### config.mk
export PLATFORM = sky130hd
export DESIGN_NAME = combined_log_line_parser_flat
export DESIGN_NICKNAME = d
export VERILOG_FILES = /design/src/sv/clp_pkg.sv /design/src/sv/clp_in_if.sv /design/src/sv/clp_out_if.sv /design/src/sv/combined_log_line_parser.sv /design/src/flat_wrapper.sv
export SDC_FILE = /design/constraint.sdc
export NUM_CORES = 1
export LEC_CHECK = 0
export ABC_AREA = 0
export BUFFER_PORTS_ARGS = -buffer_cell sky130_fd_sc_hd__buf_2
export CORE_ASPECT_RATIO = 0.9
export CORE_UTILIZATION = 50
export CTS_CLUSTER_DIAMETER = 120
export DETAILED_ROUTE_END_ITERATION = 10
export PLACE_DENSITY = 0.68
export SETUP_SLACK_MARGIN = 0.02
export SLEW_MARGIN = 15
export SYNTH_ARGS = -nofsm -noshare
export SYNTH_HDL_FRONTEND = slang
export SYNTH_SLANG_ARGS = --single-unit
### constraint.sdc
create_clock -name clk -period 6.2 [get_ports clk]
set_input_delay 0.62 -clock clk [delete_from_list [all_inputs] [get_ports clk]]
set_output_delay 0.62 -clock clk [all_outputs]
set_load 0.05 [all_outputs]
### src/sv/clp_pkg.sv
// shared types and constants for the combined log line parser
// no dependencies; used by the channel interfaces and the parser
`default_nettype none

package clp_pkg;

    localparam int BYTE_W   = 8;
    localparam int TAG_W    = 4;
    localparam int STATUS_W = 32;
    localparam int SIZE_W   = 64;

    localparam logic OP_DATA = 1'b0;
    localparam logic OP_EOL  = 1'b1;

    localparam logic [BYTE_W-1:0] CHR_SPACE  = 8'h20;
    localparam logic [BYTE_W-1:0] CHR_QUOTE  = 8'h22;
    localparam logic [BYTE_W-1:0] CHR_DASH   = 8'h2D;
    localparam logic [BYTE_W-1:0] CHR_ZERO   = 8'h30;
    localparam logic [BYTE_W-1:0] CHR_NINE   = 8'h39;
    localparam logic [BYTE_W-1:0] CHR_LBRACK = 8'h5B;
    localparam logic [BYTE_W-1:0] CHR_RBRACK = 8'h5D;

    localparam logic [TAG_W-1:0] TAG_NONE     = 4'd0;
    localparam logic [TAG_W-1:0] TAG_ADDR     = 4'd1;
    localparam logic [TAG_W-1:0] TAG_IDENT    = 4'd2;
    localparam logic [TAG_W-1:0] TAG_USER     = 4'd3;
    localparam logic [TAG_W-1:0] TAG_TIME     = 4'd4;
    localparam logic [TAG_W-1:0] TAG_METHOD   = 4'd5;
    localparam logic [TAG_W-1:0] TAG_URL      = 4'd6;
    localparam logic [TAG_W-1:0] TAG_PROTO    = 4'd7;
    localparam logic [TAG_W-1:0] TAG_REFERER  = 4'd8;
    localparam logic [TAG_W-1:0] TAG_AGENT    = 4'd9;
    localparam logic [TAG_W-1:0] TAG_STATUS   = 4'd10;
    localparam logic [TAG_W-1:0] TAG_SIZE     = 4'd11;

    typedef enum logic [22:0] {
        PH_ADDR        = 23'h000001,
        PH_IDENT       = 23'h000002,
        PH_USER        = 23'h000004,
        PH_TIME_OPEN   = 23'h000008,
        PH_TIME        = 23'h000010,
        PH_SP_TIME     = 23'h000020,
        PH_REQ_OPEN    = 23'h000040,
        PH_METHOD      = 23'h000080,
        PH_URL         = 23'h000100,
        PH_PROTO       = 23'h000200,
        PH_SP_REQ      = 23'h000400,
        PH_STAT_START  = 23'h000800,
        PH_STAT_MINUS  = 23'h001000,
        PH_STAT_DIGITS = 23'h002000,
        PH_SIZE_START  = 23'h004000,
        PH_SIZE_DIGITS = 23'h008000,
        PH_SIZE_DASH   = 23'h010000,
        PH_REF_OPEN    = 23'h020000,
        PH_REFERER     = 23'h040000,
        PH_SP_REF      = 23'h080000,
        PH_AGENT_OPEN  = 23'h100000,
        PH_AGENT       = 23'h200000,
        PH_DONE        = 23'h400000
    } phase_t;

    typedef struct packed {
        logic [TAG_W-1:0]           field_tag;
        logic                       line_done;
        logic                       line_ok;
        logic signed [STATUS_W-1:0] status_code;
        logic [SIZE_W-1:0]          response_size;
    } result_t;

endpackage

`default_nettype wire

### src/sv/clp_in_if.sv
// request channel carrying one log byte or an end-of-line marker
// depends on clp_pkg
`default_nettype none

interface clp_in_if;
    import clp_pkg::*;

    logic              valid;
    logic              ready;
    logic              opcode;
    logic [BYTE_W-1:0] data_byte;

    modport source (output valid, output opcode, output data_byte, input ready);
    modport sink   (input valid, input opcode, input data_byte, output ready);
endinterface

`default_nettype wire

### src/sv/clp_out_if.sv
// result channel carrying the field tag of a byte or the verdict of a line
// depends on clp_pkg
`default_nettype none

interface clp_out_if;
    import clp_pkg::*;

    logic                       valid;
    logic                       ready;
    logic [TAG_W-1:0]           field_tag;
    logic                       line_done;
    logic                       line_ok;
    logic signed [STATUS_W-1:0] status_code;
    logic [SIZE_W-1:0]          response_size;

    modport source (output valid, output field_tag, output line_done, output line_ok,
                    output status_code, output response_size, input ready);
    modport sink   (input valid, input field_tag, input line_done, input line_ok,
                    input status_code, input response_size, output ready);
endinterface

`default_nettype wire

### src/sv/combined_log_line_parser.sv
// Streaming parser for one combined-format access-log line. Every request (a data byte or
// an end-of-line marker) produces exactly one result, in the cycle after it is taken: a byte
// gets the tag of the field it belongs to, the end-of-line marker gets the pass/fail verdict
// with the parsed status and response size, and the parser then returns to the start of a
// line. One request is taken every cycle; the only thing that holds item.ready low is a
// result sitting unread in the result register. The status and size accumulate by a
// shift-and-add per digit, so a digit costs no more than any other byte.
// depends on clp_pkg, clp_in_if, clp_out_if
`default_nettype none

module combined_log_line_parser (
    input  wire logic  clk,
    input  wire logic  rst_n,
    clp_in_if.sink     item,
    clp_out_if.source  result
);
    import clp_pkg::*;

    phase_t                phase_reg, phase_next;
    logic                  seen_reg, seen_next;
    logic                  neg_reg, neg_next;
    logic [STATUS_W-1:0]   mag_reg, mag_next;
    logic [SIZE_W-1:0]     acc_reg, acc_next;
    logic                  dash_reg, dash_next;
    logic                  failed_reg, failed_next;

    logic                  out_valid_reg;
    result_t               res_reg, res_next;

    logic                  accept;
    logic [BYTE_W-1:0]     b;
    logic                  is_space;
    logic                  is_digit;
    logic [3:0]            digit;
    logic [STATUS_W+3:0]   stat_val;
    logic [STATUS_W+3:0]   stat_limit;
    logic                  stat_fits;
    logic [SIZE_W+3:0]     size_val;
    logic                  size_fits;
    logic [TAG_W-1:0]      tag;
    logic                  fail;
    logic                  tok_active;
    logic [TAG_W-1:0]      tok_tag;
    phase_t                tok_next;

    assign item.ready = !out_valid_reg || result.ready;
    assign accept     = item.valid && item.ready;

    assign b        = item.data_byte;
    assign is_space = (b == CHR_SPACE);
    assign is_digit = (b >= CHR_ZERO) && (b <= CHR_NINE);
    assign digit    = b[3:0];

    assign stat_val   = {1'b0, mag_reg, 3'b000} + {3'b000, mag_reg, 1'b0}
                      + {{(STATUS_W){1'b0}}, digit};
    assign stat_limit = neg_reg ? 36'd2147483648 : 36'd2147483647;
    assign stat_fits  = (stat_val <= stat_limit);

    assign size_val  = {1'b0, acc_reg, 3'b000} + {3'b000, acc_reg, 1'b0}
                     + {{(SIZE_W){1'b0}}, digit};
    assign size_fits = (size_val[SIZE_W+3:SIZE_W] == 4'd0);

    always_comb
    begin
        phase_next  = phase_reg;
        seen_next   = seen_reg;
        neg_next    = neg_reg;
        mag_next    = mag_reg;
        acc_next    = acc_reg;
        dash_next   = dash_reg;
        failed_next = failed_reg;
        tag         = TAG_NONE;
        fail        = 1'b0;
        tok_active  = 1'b0;
        tok_tag     = TAG_NONE;
        tok_next    = phase_reg;
        res_next    = '0;

        if (item.opcode == OP_EOL)
        begin
            res_next.line_done = 1'b1;
            if (!failed_reg && phase_reg == PH_DONE)
            begin
                res_next.line_ok       = 1'b1;
                res_next.status_code   = neg_reg ? (STATUS_W'(0) - mag_reg) : mag_reg;
                res_next.response_size = dash_reg ? SIZE_W'(0) : acc_reg;
            end
            phase_next  = PH_ADDR;
            seen_next   = 1'b0;
            neg_next    = 1'b0;
            mag_next    = '0;
            acc_next    = '0;
            dash_next   = 1'b0;
            failed_next = 1'b0;
        end
        else if (!failed_reg)
        begin
            unique case (phase_reg) inside
                PH_ADDR:
                begin
                    tok_active = 1'b1;
                    tok_tag    = TAG_ADDR;
                    tok_next   = PH_IDENT;
                end
                PH_IDENT:
                begin
                    tok_active = 1'b1;
                    tok_tag    = TAG_IDENT;
                    tok_next   = PH_USER;
                end
                PH_USER:
                begin
                    tok_active = 1'b1;
                    tok_tag    = TAG_USER;
                    tok_next   = PH_TIME_OPEN;
                end
                PH_TIME_OPEN:
                begin
                    if (b == CHR_LBRACK) phase_next = PH_TIME;
                    else fail = 1'b1;
                end
                PH_TIME:
                begin
                    if (b == CHR_RBRACK) phase_next = PH_SP_TIME;
                    else tag = TAG_TIME;
                end
                PH_SP_TIME:
                begin
                    if (is_space) phase_next = PH_REQ_OPEN;
                    else fail = 1'b1;
                end
                PH_REQ_OPEN:
                begin
                    if (b == CHR_QUOTE) phase_next = PH_METHOD;
                    else fail = 1'b1;
                end
                PH_METHOD:
                begin
                    if (b == CHR_QUOTE) fail = 1'b1;
                    else
                    begin
                        tok_active = 1'b1;
                        tok_tag    = TAG_METHOD;
                        tok_next   = PH_URL;
                    end
                end
                PH_URL:
                begin
                    if (b == CHR_QUOTE) fail = 1'b1;
                    else
                    begin
                        tok_active = 1'b1;
                        tok_tag    = TAG_URL;
                        tok_next   = PH_PROTO;
                    end
                end
                PH_PROTO:
                begin
                    if (b == CHR_QUOTE) phase_next = PH_SP_REQ;
                    else tag = TAG_PROTO;
                end
                PH_SP_REQ:
                begin
                    if (is_space) phase_next = PH_STAT_START;
                    else fail = 1'b1;
                end
                PH_STAT_START, PH_STAT_MINUS, PH_STAT_DIGITS:
                begin
                    if (is_digit)
                    begin
                        if (stat_fits)
                        begin
                            mag_next   = stat_val[STATUS_W-1:0];
                            phase_next = PH_STAT_DIGITS;
                            tag        = TAG_STATUS;
                        end
                        else fail = 1'b1;
                    end
                    else if (phase_reg == PH_STAT_START && b == CHR_DASH)
                    begin
                        neg_next   = 1'b1;
                        phase_next = PH_STAT_MINUS;
                        tag        = TAG_STATUS;
                    end
                    else if (phase_reg == PH_STAT_DIGITS && is_space)
                        phase_next = PH_SIZE_START;
                    else fail = 1'b1;
                end
                PH_SIZE_START, PH_SIZE_DIGITS:
                begin
                    if (is_digit)
                    begin
                        if (size_fits)
                        begin
                            acc_next   = size_val[SIZE_W-1:0];
                            dash_next  = 1'b0;
                            phase_next = PH_SIZE_DIGITS;
                            tag        = TAG_SIZE;
                        end
                        else fail = 1'b1;
                    end
                    else if (phase_reg == PH_SIZE_START && b == CHR_DASH)
                    begin
                        dash_next  = 1'b1;
                        phase_next = PH_SIZE_DASH;
                        tag        = TAG_SIZE;
                    end
                    else if (phase_reg == PH_SIZE_DIGITS && is_space)
                        phase_next = PH_REF_OPEN;
                    else fail = 1'b1;
                end
                PH_SIZE_DASH:
                begin
                    if (is_space) phase_next = PH_REF_OPEN;
                    else fail = 1'b1;
                end
                PH_REF_OPEN:
                begin
                    if (b == CHR_QUOTE) phase_next = PH_REFERER;
                    else fail = 1'b1;
                end
                PH_REFERER:
                begin
                    if (b == CHR_QUOTE) phase_next = PH_SP_REF;
                    else tag = TAG_REFERER;
                end
                PH_SP_REF:
                begin
                    if (is_space) phase_next = PH_AGENT_OPEN;
                    else fail = 1'b1;
                end
                PH_AGENT_OPEN:
                begin
                    if (b == CHR_QUOTE) phase_next = PH_AGENT;
                    else fail = 1'b1;
                end
                PH_AGENT:
                begin
                    if (b == CHR_QUOTE) phase_next = PH_DONE;
                    else tag = TAG_AGENT;
                end
                PH_DONE:
                begin
                    tag = TAG_NONE;
                end
                default:
                begin
                    fail = 1'b1;
                end
            endcase

            // shared handling of space-terminated tokens
            if (tok_active)
            begin
                if (is_space)
                begin
                    if (!seen_reg) fail = 1'b1;
                    else
                    begin
                        seen_next  = 1'b0;
                        phase_next = tok_next;
                    end
                end
                else
                begin
                    seen_next = 1'b1;
                    tag       = tok_tag;
                end
            end

            if (fail)
            begin
                failed_next = 1'b1;
                tag         = TAG_NONE;
            end
            res_next.field_tag = tag;
        end
    end

    always_ff @(posedge clk or negedge rst_n)
    begin
        if (!rst_n)
        begin
            phase_reg     <= PH_ADDR;
            seen_reg      <= 1'b0;
            neg_reg       <= 1'b0;
            mag_reg       <= '0;
            acc_reg       <= '0;
            dash_reg      <= 1'b0;
            failed_reg    <= 1'b0;
            out_valid_reg <= 1'b0;
        end
        else
        begin
            if (accept)
            begin
                phase_reg  <= phase_next;
                seen_reg   <= seen_next;
                neg_reg    <= neg_next;
                mag_reg    <= mag_next;
                acc_reg    <= acc_next;
                dash_reg   <= dash_next;
                failed_reg <= failed_next;
            end
            if (accept) out_valid_reg <= 1'b1;
            else if (result.ready) out_valid_reg <= 1'b0;
        end
    end

    always_ff @(posedge clk)
    begin
        if (accept) res_reg <= res_next;
    end

    assign result.valid         = out_valid_reg;
    assign result.field_tag     = res_reg.field_tag;
    assign result.line_done     = res_reg.line_done;
    assign result.line_ok       = res_reg.line_ok;
    assign result.status_code   = res_reg.status_code;
    assign result.response_size = res_reg.response_size;

    a_phase_onehot: assert property (@(posedge clk) disable iff (!rst_n)
        $onehot(phase_reg))
        else $error("parse phase not one-hot");

    a_eol_restarts: assert property (@(posedge clk) disable iff (!rst_n)
        accept && item.opcode == OP_EOL |=> phase_reg == PH_ADDR && !failed_reg
            && mag_reg == '0 && acc_reg == '0)
        else $error("end of line did not restart the parser");

    a_failed_tag_zero: assert property (@(posedge clk) disable iff (!rst_n)
        accept && item.opcode == OP_DATA && failed_reg |=> result.field_tag == TAG_NONE)
        else $error("byte of a failed line carries a field tag");

    a_ok_needs_done: assert property (@(posedge clk) disable iff (!rst_n)
        result.valid && result.line_ok |-> result.line_done && result.field_tag == TAG_NONE)
        else $error("verdict outside an end-of-line result");

    a_ready_when_empty: assert property (@(posedge clk) disable iff (!rst_n)
        !out_valid_reg |-> item.ready)
        else $error("request stalled with an empty result register");

endmodule

`default_nettype wire
### src/flat_wrapper.sv
// flat-port wrapper written by rule: the top's interface ports become plain ports
module combined_log_line_parser_flat import clp_pkg::*;
  (clk, rst_n, item_valid, item_opcode, item_data_byte, item_ready, result_valid, result_field_tag, result_line_done, result_line_ok, result_status_code, result_response_size, result_ready);
  clp_in_if item_i ();
  clp_out_if result_i ();
  input  wire logic clk;
  input  wire logic rst_n;
  input wire logic [$bits(item_i.valid)-1:0] item_valid;
  input wire logic [$bits(item_i.opcode)-1:0] item_opcode;
  input wire logic [$bits(item_i.data_byte)-1:0] item_data_byte;
  output wire logic [$bits(item_i.ready)-1:0] item_ready;
  output wire logic [$bits(result_i.valid)-1:0] result_valid;
  output wire logic [$bits(result_i.field_tag)-1:0] result_field_tag;
  output wire logic [$bits(result_i.line_done)-1:0] result_line_done;
  output wire logic [$bits(result_i.line_ok)-1:0] result_line_ok;
  output wire logic [$bits(result_i.status_code)-1:0] result_status_code;
  output wire logic [$bits(result_i.response_size)-1:0] result_response_size;
  input wire logic [$bits(result_i.ready)-1:0] result_ready;
  assign item_i.valid = item_valid;
  assign item_i.opcode = item_opcode;
  assign item_i.data_byte = item_data_byte;
  assign item_ready = item_i.ready;
  assign result_valid = result_i.valid;
  assign result_field_tag = result_i.field_tag;
  assign result_line_done = result_i.line_done;
  assign result_line_ok = result_i.line_ok;
  assign result_status_code = result_i.status_code;
  assign result_response_size = result_i.response_size;
  assign result_i.ready = result_ready;
  combined_log_line_parser u_core (.clk(clk), .rst_n(rst_n), .item(item_i), .result(result_i));
endmodule
==> results.py <==
metrics = {
    "status": {
        "outcome": "finished, final reports clean",
    },
    "clock_network": {
        "ctsHoldBuffers": 0,
        "numCtsBuffers": 26,
        "path_clk_slew_ps": 70,
        "clkLatencyLatePin_ps": 570,
        "h-tree-depth": 1,
        "cts_root_buffer": "clkbuf_16",
        "cts_tree": "yes",
        "cts_buffer_depth": 3,
        "cts.sinks": 226,
    },
    "yosys": {
        "yosysTopAreaCellShare_pct": 16.73,
        "syn_inst": 2011,
        "synth_largest_area_cell": "dfrtp_1",
        "synth.distinct_cells": 97,
        "synth_flop_cell": "dfrtp_1",
        "synth_area_per_cell_um2": 9.149,
        "synth-async-reset-ratio_pct": 54.87,
        "synth_edf_count": 102,
        "yosysWarnings": 0,
        "synthTopCellsByArea": "dfrtp_1 17%, edfxtp_1 17%, ha_1 15%",
        "netlist_area_um2": 18400,
        "ys_ff_latch": 226,
        "syn_nets": 2251,
        "seq_area_frac_synth_pct": 33.52,
    },
    "critical_path": {
        "worst_r2r_endpoint": "u_core.result.field_tag[3]",
        "cp-start-kind": "flip-flop",
        "crit_fanout": 6,
        "crit_required_ps": 6610,
        "cp-end-kind": "flip-flop",
        "crit_type": "reg -> reg",
        "rrSetupSlack_ps": 390,
        "worstPathArrival_ps": 6220,
        "reg2reg_from": "u_core.mag_reg[0]",
        "crit_family": "simple AND/OR/NAND/NOR gates",
        "startpoint": "u_core.mag_reg[0]",
        "slowest_stage": "fa_1",
        "critPathMaxStageDelay_ps": 540,
        "path_buf_inv": 1,
        "r2r_cells": 22,
        "worstPathCellList": "fa_1, fa_1, a211oi_2, o211ai_1, nand3_2, and4_1, o21a_1, o21ai_0, a21o_1, a21oi_1, xnor2_1, ha_1, and4_1, nand2_1, nor3_2, and4b_1, o22ai_1, nor4_2, buf_4, nor2_1, or4b_4, a31oi_1",
    },
    "routing": {
        "dr.pass1.iters": 5,
        "antenna_left": 0,
        "drc": 0,
        "first_iter_violations": 1190,
        "viasPerCell": 6.279,
        "wl_per_cell_um": 20.76,
        "wl_mm": 53.58,
        "via_count": 16206,
    },
    "global_route": {
        "grt_max_degree": 71,
        "grt_overflow": 0,
        "grt_pass1_vias": 15245,
        "grt_usage_pct": 28.35,
        "antenna_found_initial": 0,
        "grt_first_pass_wirelength_mm": 84.28,
    },
    "layout": {
        "fillers": 3285,
        "design_area_um2": 20370,
        "antenna_cells": 0,
        "register_area_um2": 6168,
        "multiInputGateArea_um2": 11630,
        "drive_gt1_share_pct": 11.69,
        "nNetsFinal": 2325,
        "area_growth_pct": 10.72,
    },
    "min_path": {
        "hold_path.class": "in -> async",
    },
    "placement": {
        "gp_congestion": 0.9719,
        "dp_hpwl_mm": 39.97,
        "post_dp_cell_area_um2": 19390,
        "port-buffer-count": 116,
    },
    "floorplanning": {
        "start_util_pct": 50.87,
        "row_count": 66,
        "dieArea_um2": 37570,
        "io_pins": 117,
        "die_height_um": 184.0,
        "core_um2": 36170,
        "fp.dieW_um": 204.2,
    },
    "sta": {
        "finalSetupTns_ps": 0,
        "hold_violations": 0,
        "rsz0062_at_grt": "false",
        "worst_slew_pin_slew_ps": 1143,
        "slew_headroom_pct": 22.80,
        "fmax_mhz": 172.0,
        "period_minus_slack_ps": 5813,
        "setup_viol": 0,
        "maxSlewViolCount": 0,
        "skew_ps": 15.13,
        "hold_ws_ps": 129.4,
        "fin_crit_sh_pct": 93.76,
    },
    "power": {
        "fin_total_pwr_mw": 3.796,
        "power_density_nw_per_um2": 186.4,
        "leakagePower_nw": 9.374,
        "peakVddDrop_mv": 0.1888,
    },
    "job": {
        "cap_violations": 0,
    },
}
repair_timing:
action / in CTS / in global routing
buffers inserted: 0 / 0
resized for setup: 0 / 9
setup endpoints to repair: 0 / 42
synthesized netlist by cell type, types with 7 or more instances:
| master | number |
|---|---|
| a211oi_1 | 24 |
| a21boi_0 | 10 |
| a21o_1 | 33 |
| a21oi_1 | 144 |
| a22o_1 | 33 |
| a31o_2 | 8 |
| a31oi_1 | 22 |
| and2_1 | 53 |
| and3_1 | 16 |
| and4_1 | 12 |
| buf_2 | 31 |
| clkbuf_1 | 55 |
| dfrtp_1 | 123 |
| edfxtp_1 | 102 |
| ha_1 | 223 |
| inv_1 | 65 |
| mux2_1 | 23 |
| nand2_1 | 153 |
| nand2b_1 | 20 |
| nand3_1 | 59 |
| nand3b_1 | 8 |
| nand4_1 | 41 |
| nor2_1 | 150 |
| nor2b_1 | 14 |
| nor3_1 | 66 |
| nor3b_1 | 12 |
| nor4_1 | 20 |
| o211ai_1 | 20 |
| o21a_1 | 16 |
| o21ai_0 | 108 |
| o21ai_1 | 25 |
| o21bai_1 | 14 |
| o22ai_1 | 8 |
| o2bb2ai_1 | 8 |
| o31ai_1 | 19 |
| o41ai_1 | 7 |
| or2_2 | 7 |
| or3_1 | 18 |
| or4_1 | 9 |
| xnor2_1 | 70 |
| xor2_1 | 49 |
worst max path at each step:
stage / end / cells after the start
final: u_core.result.field_tag[3] / 22
after global routing: u_core.result.field_tag[0] / 22
after CTS: u_core.result.field_tag[3] / 21
after detailed placement: u_core.result.field_tag[3] / 22
after global placement: u_core.result.field_tag[1] / 22
after floorplan: u_core.result.field_tag[3] / 21
stage by stage:
step | worst slack (ps) | instances | util, %
final | 386.6 | 2581 | 56.32
after global routing | 70.49 | 2581 | 56.32
after CTS | 286.2 | 2581 | 56.17
after detailed placement | -23.85 | 2533 | 53.61
after global placement | 134.1 | 2533 | 53.61
after floorplan | 799.3 | 2011 | -
metal layers:
metal  track usage, %  share of wire, %
met1            42.21                47
met2            41.42                42
met3            5.335               7.9
met4            7.701               2.5
met5            1.190              0.11
where the power goes:
part	total [mW]	internal, mW	switching [mW]	leakage, nW
Clock	1.69	1.03	0.665	0.448
Combinational	0.444	0.124	0.320	6.18
Sequential	1.66	1.62	0.0412	2.74
Total	3.80	2.77	1.03	9.37
cell type report:
class / count / area share [%]
Timing Repair Buffer: 141 / 3.906
Sequential cell: 226 / 30.28
Inverter: 66 / 1.228
Multi-Input combinational cell: 1624 / 57.11
Tap cell: 476 / 2.924
Clock inverter: 13 / 0.9889
Clock buffer: 35 / 3.562
cells by family after synthesis:
| logic type | Yosys count | synth area share, % |
|---|---|---|
| XOR/XNOR | 119 | 5.665 |
| adder cells (fa/ha/maj) | 227 | 15.60 |
| multiplexers | 28 | 1.714 |
| flip-flops | 226 | 33.52 |
| AND/OR/NAND/NOR | 692 | 19.76 |
| buffers and inverters | 161 | 3.597 |
| AO/OA/AOI/OAI | 558 | 20.15 |
placed cells by master, fill, tap and decap left out, types with 9 or more instances in the layout:
cell type / n
ha_1: 223
nand2_1: 153
nor2_1: 149
a21oi_1: 143
dfrtp_1: 122
buf_2: 115
o21ai_0: 108
edfxtp_1: 102
xnor2_1: 70
nor3_1: 65
inv_1: 64
nand3_1: 58
and2_1: 53
xor2_1: 49
nand4_1: 41
a21o_1: 33
a22o_1: 33
clkbuf_16: 27
o21ai_1: 25
buf_4: 24
mux2_1: 23
a211oi_1: 22
a31oi_1: 21
o211ai_1: 20
nand2b_1: 20
nor4_1: 19
o31ai_1: 18
or3_1: 17
and3_1: 16
o21a_1: 16
o21bai_1: 14
nor2b_1: 14
and4_1: 12
nor3b_1: 12
a21boi_0: 10
or4_1: 9
No activity file was read; power rests on OpenSTA's default activity.
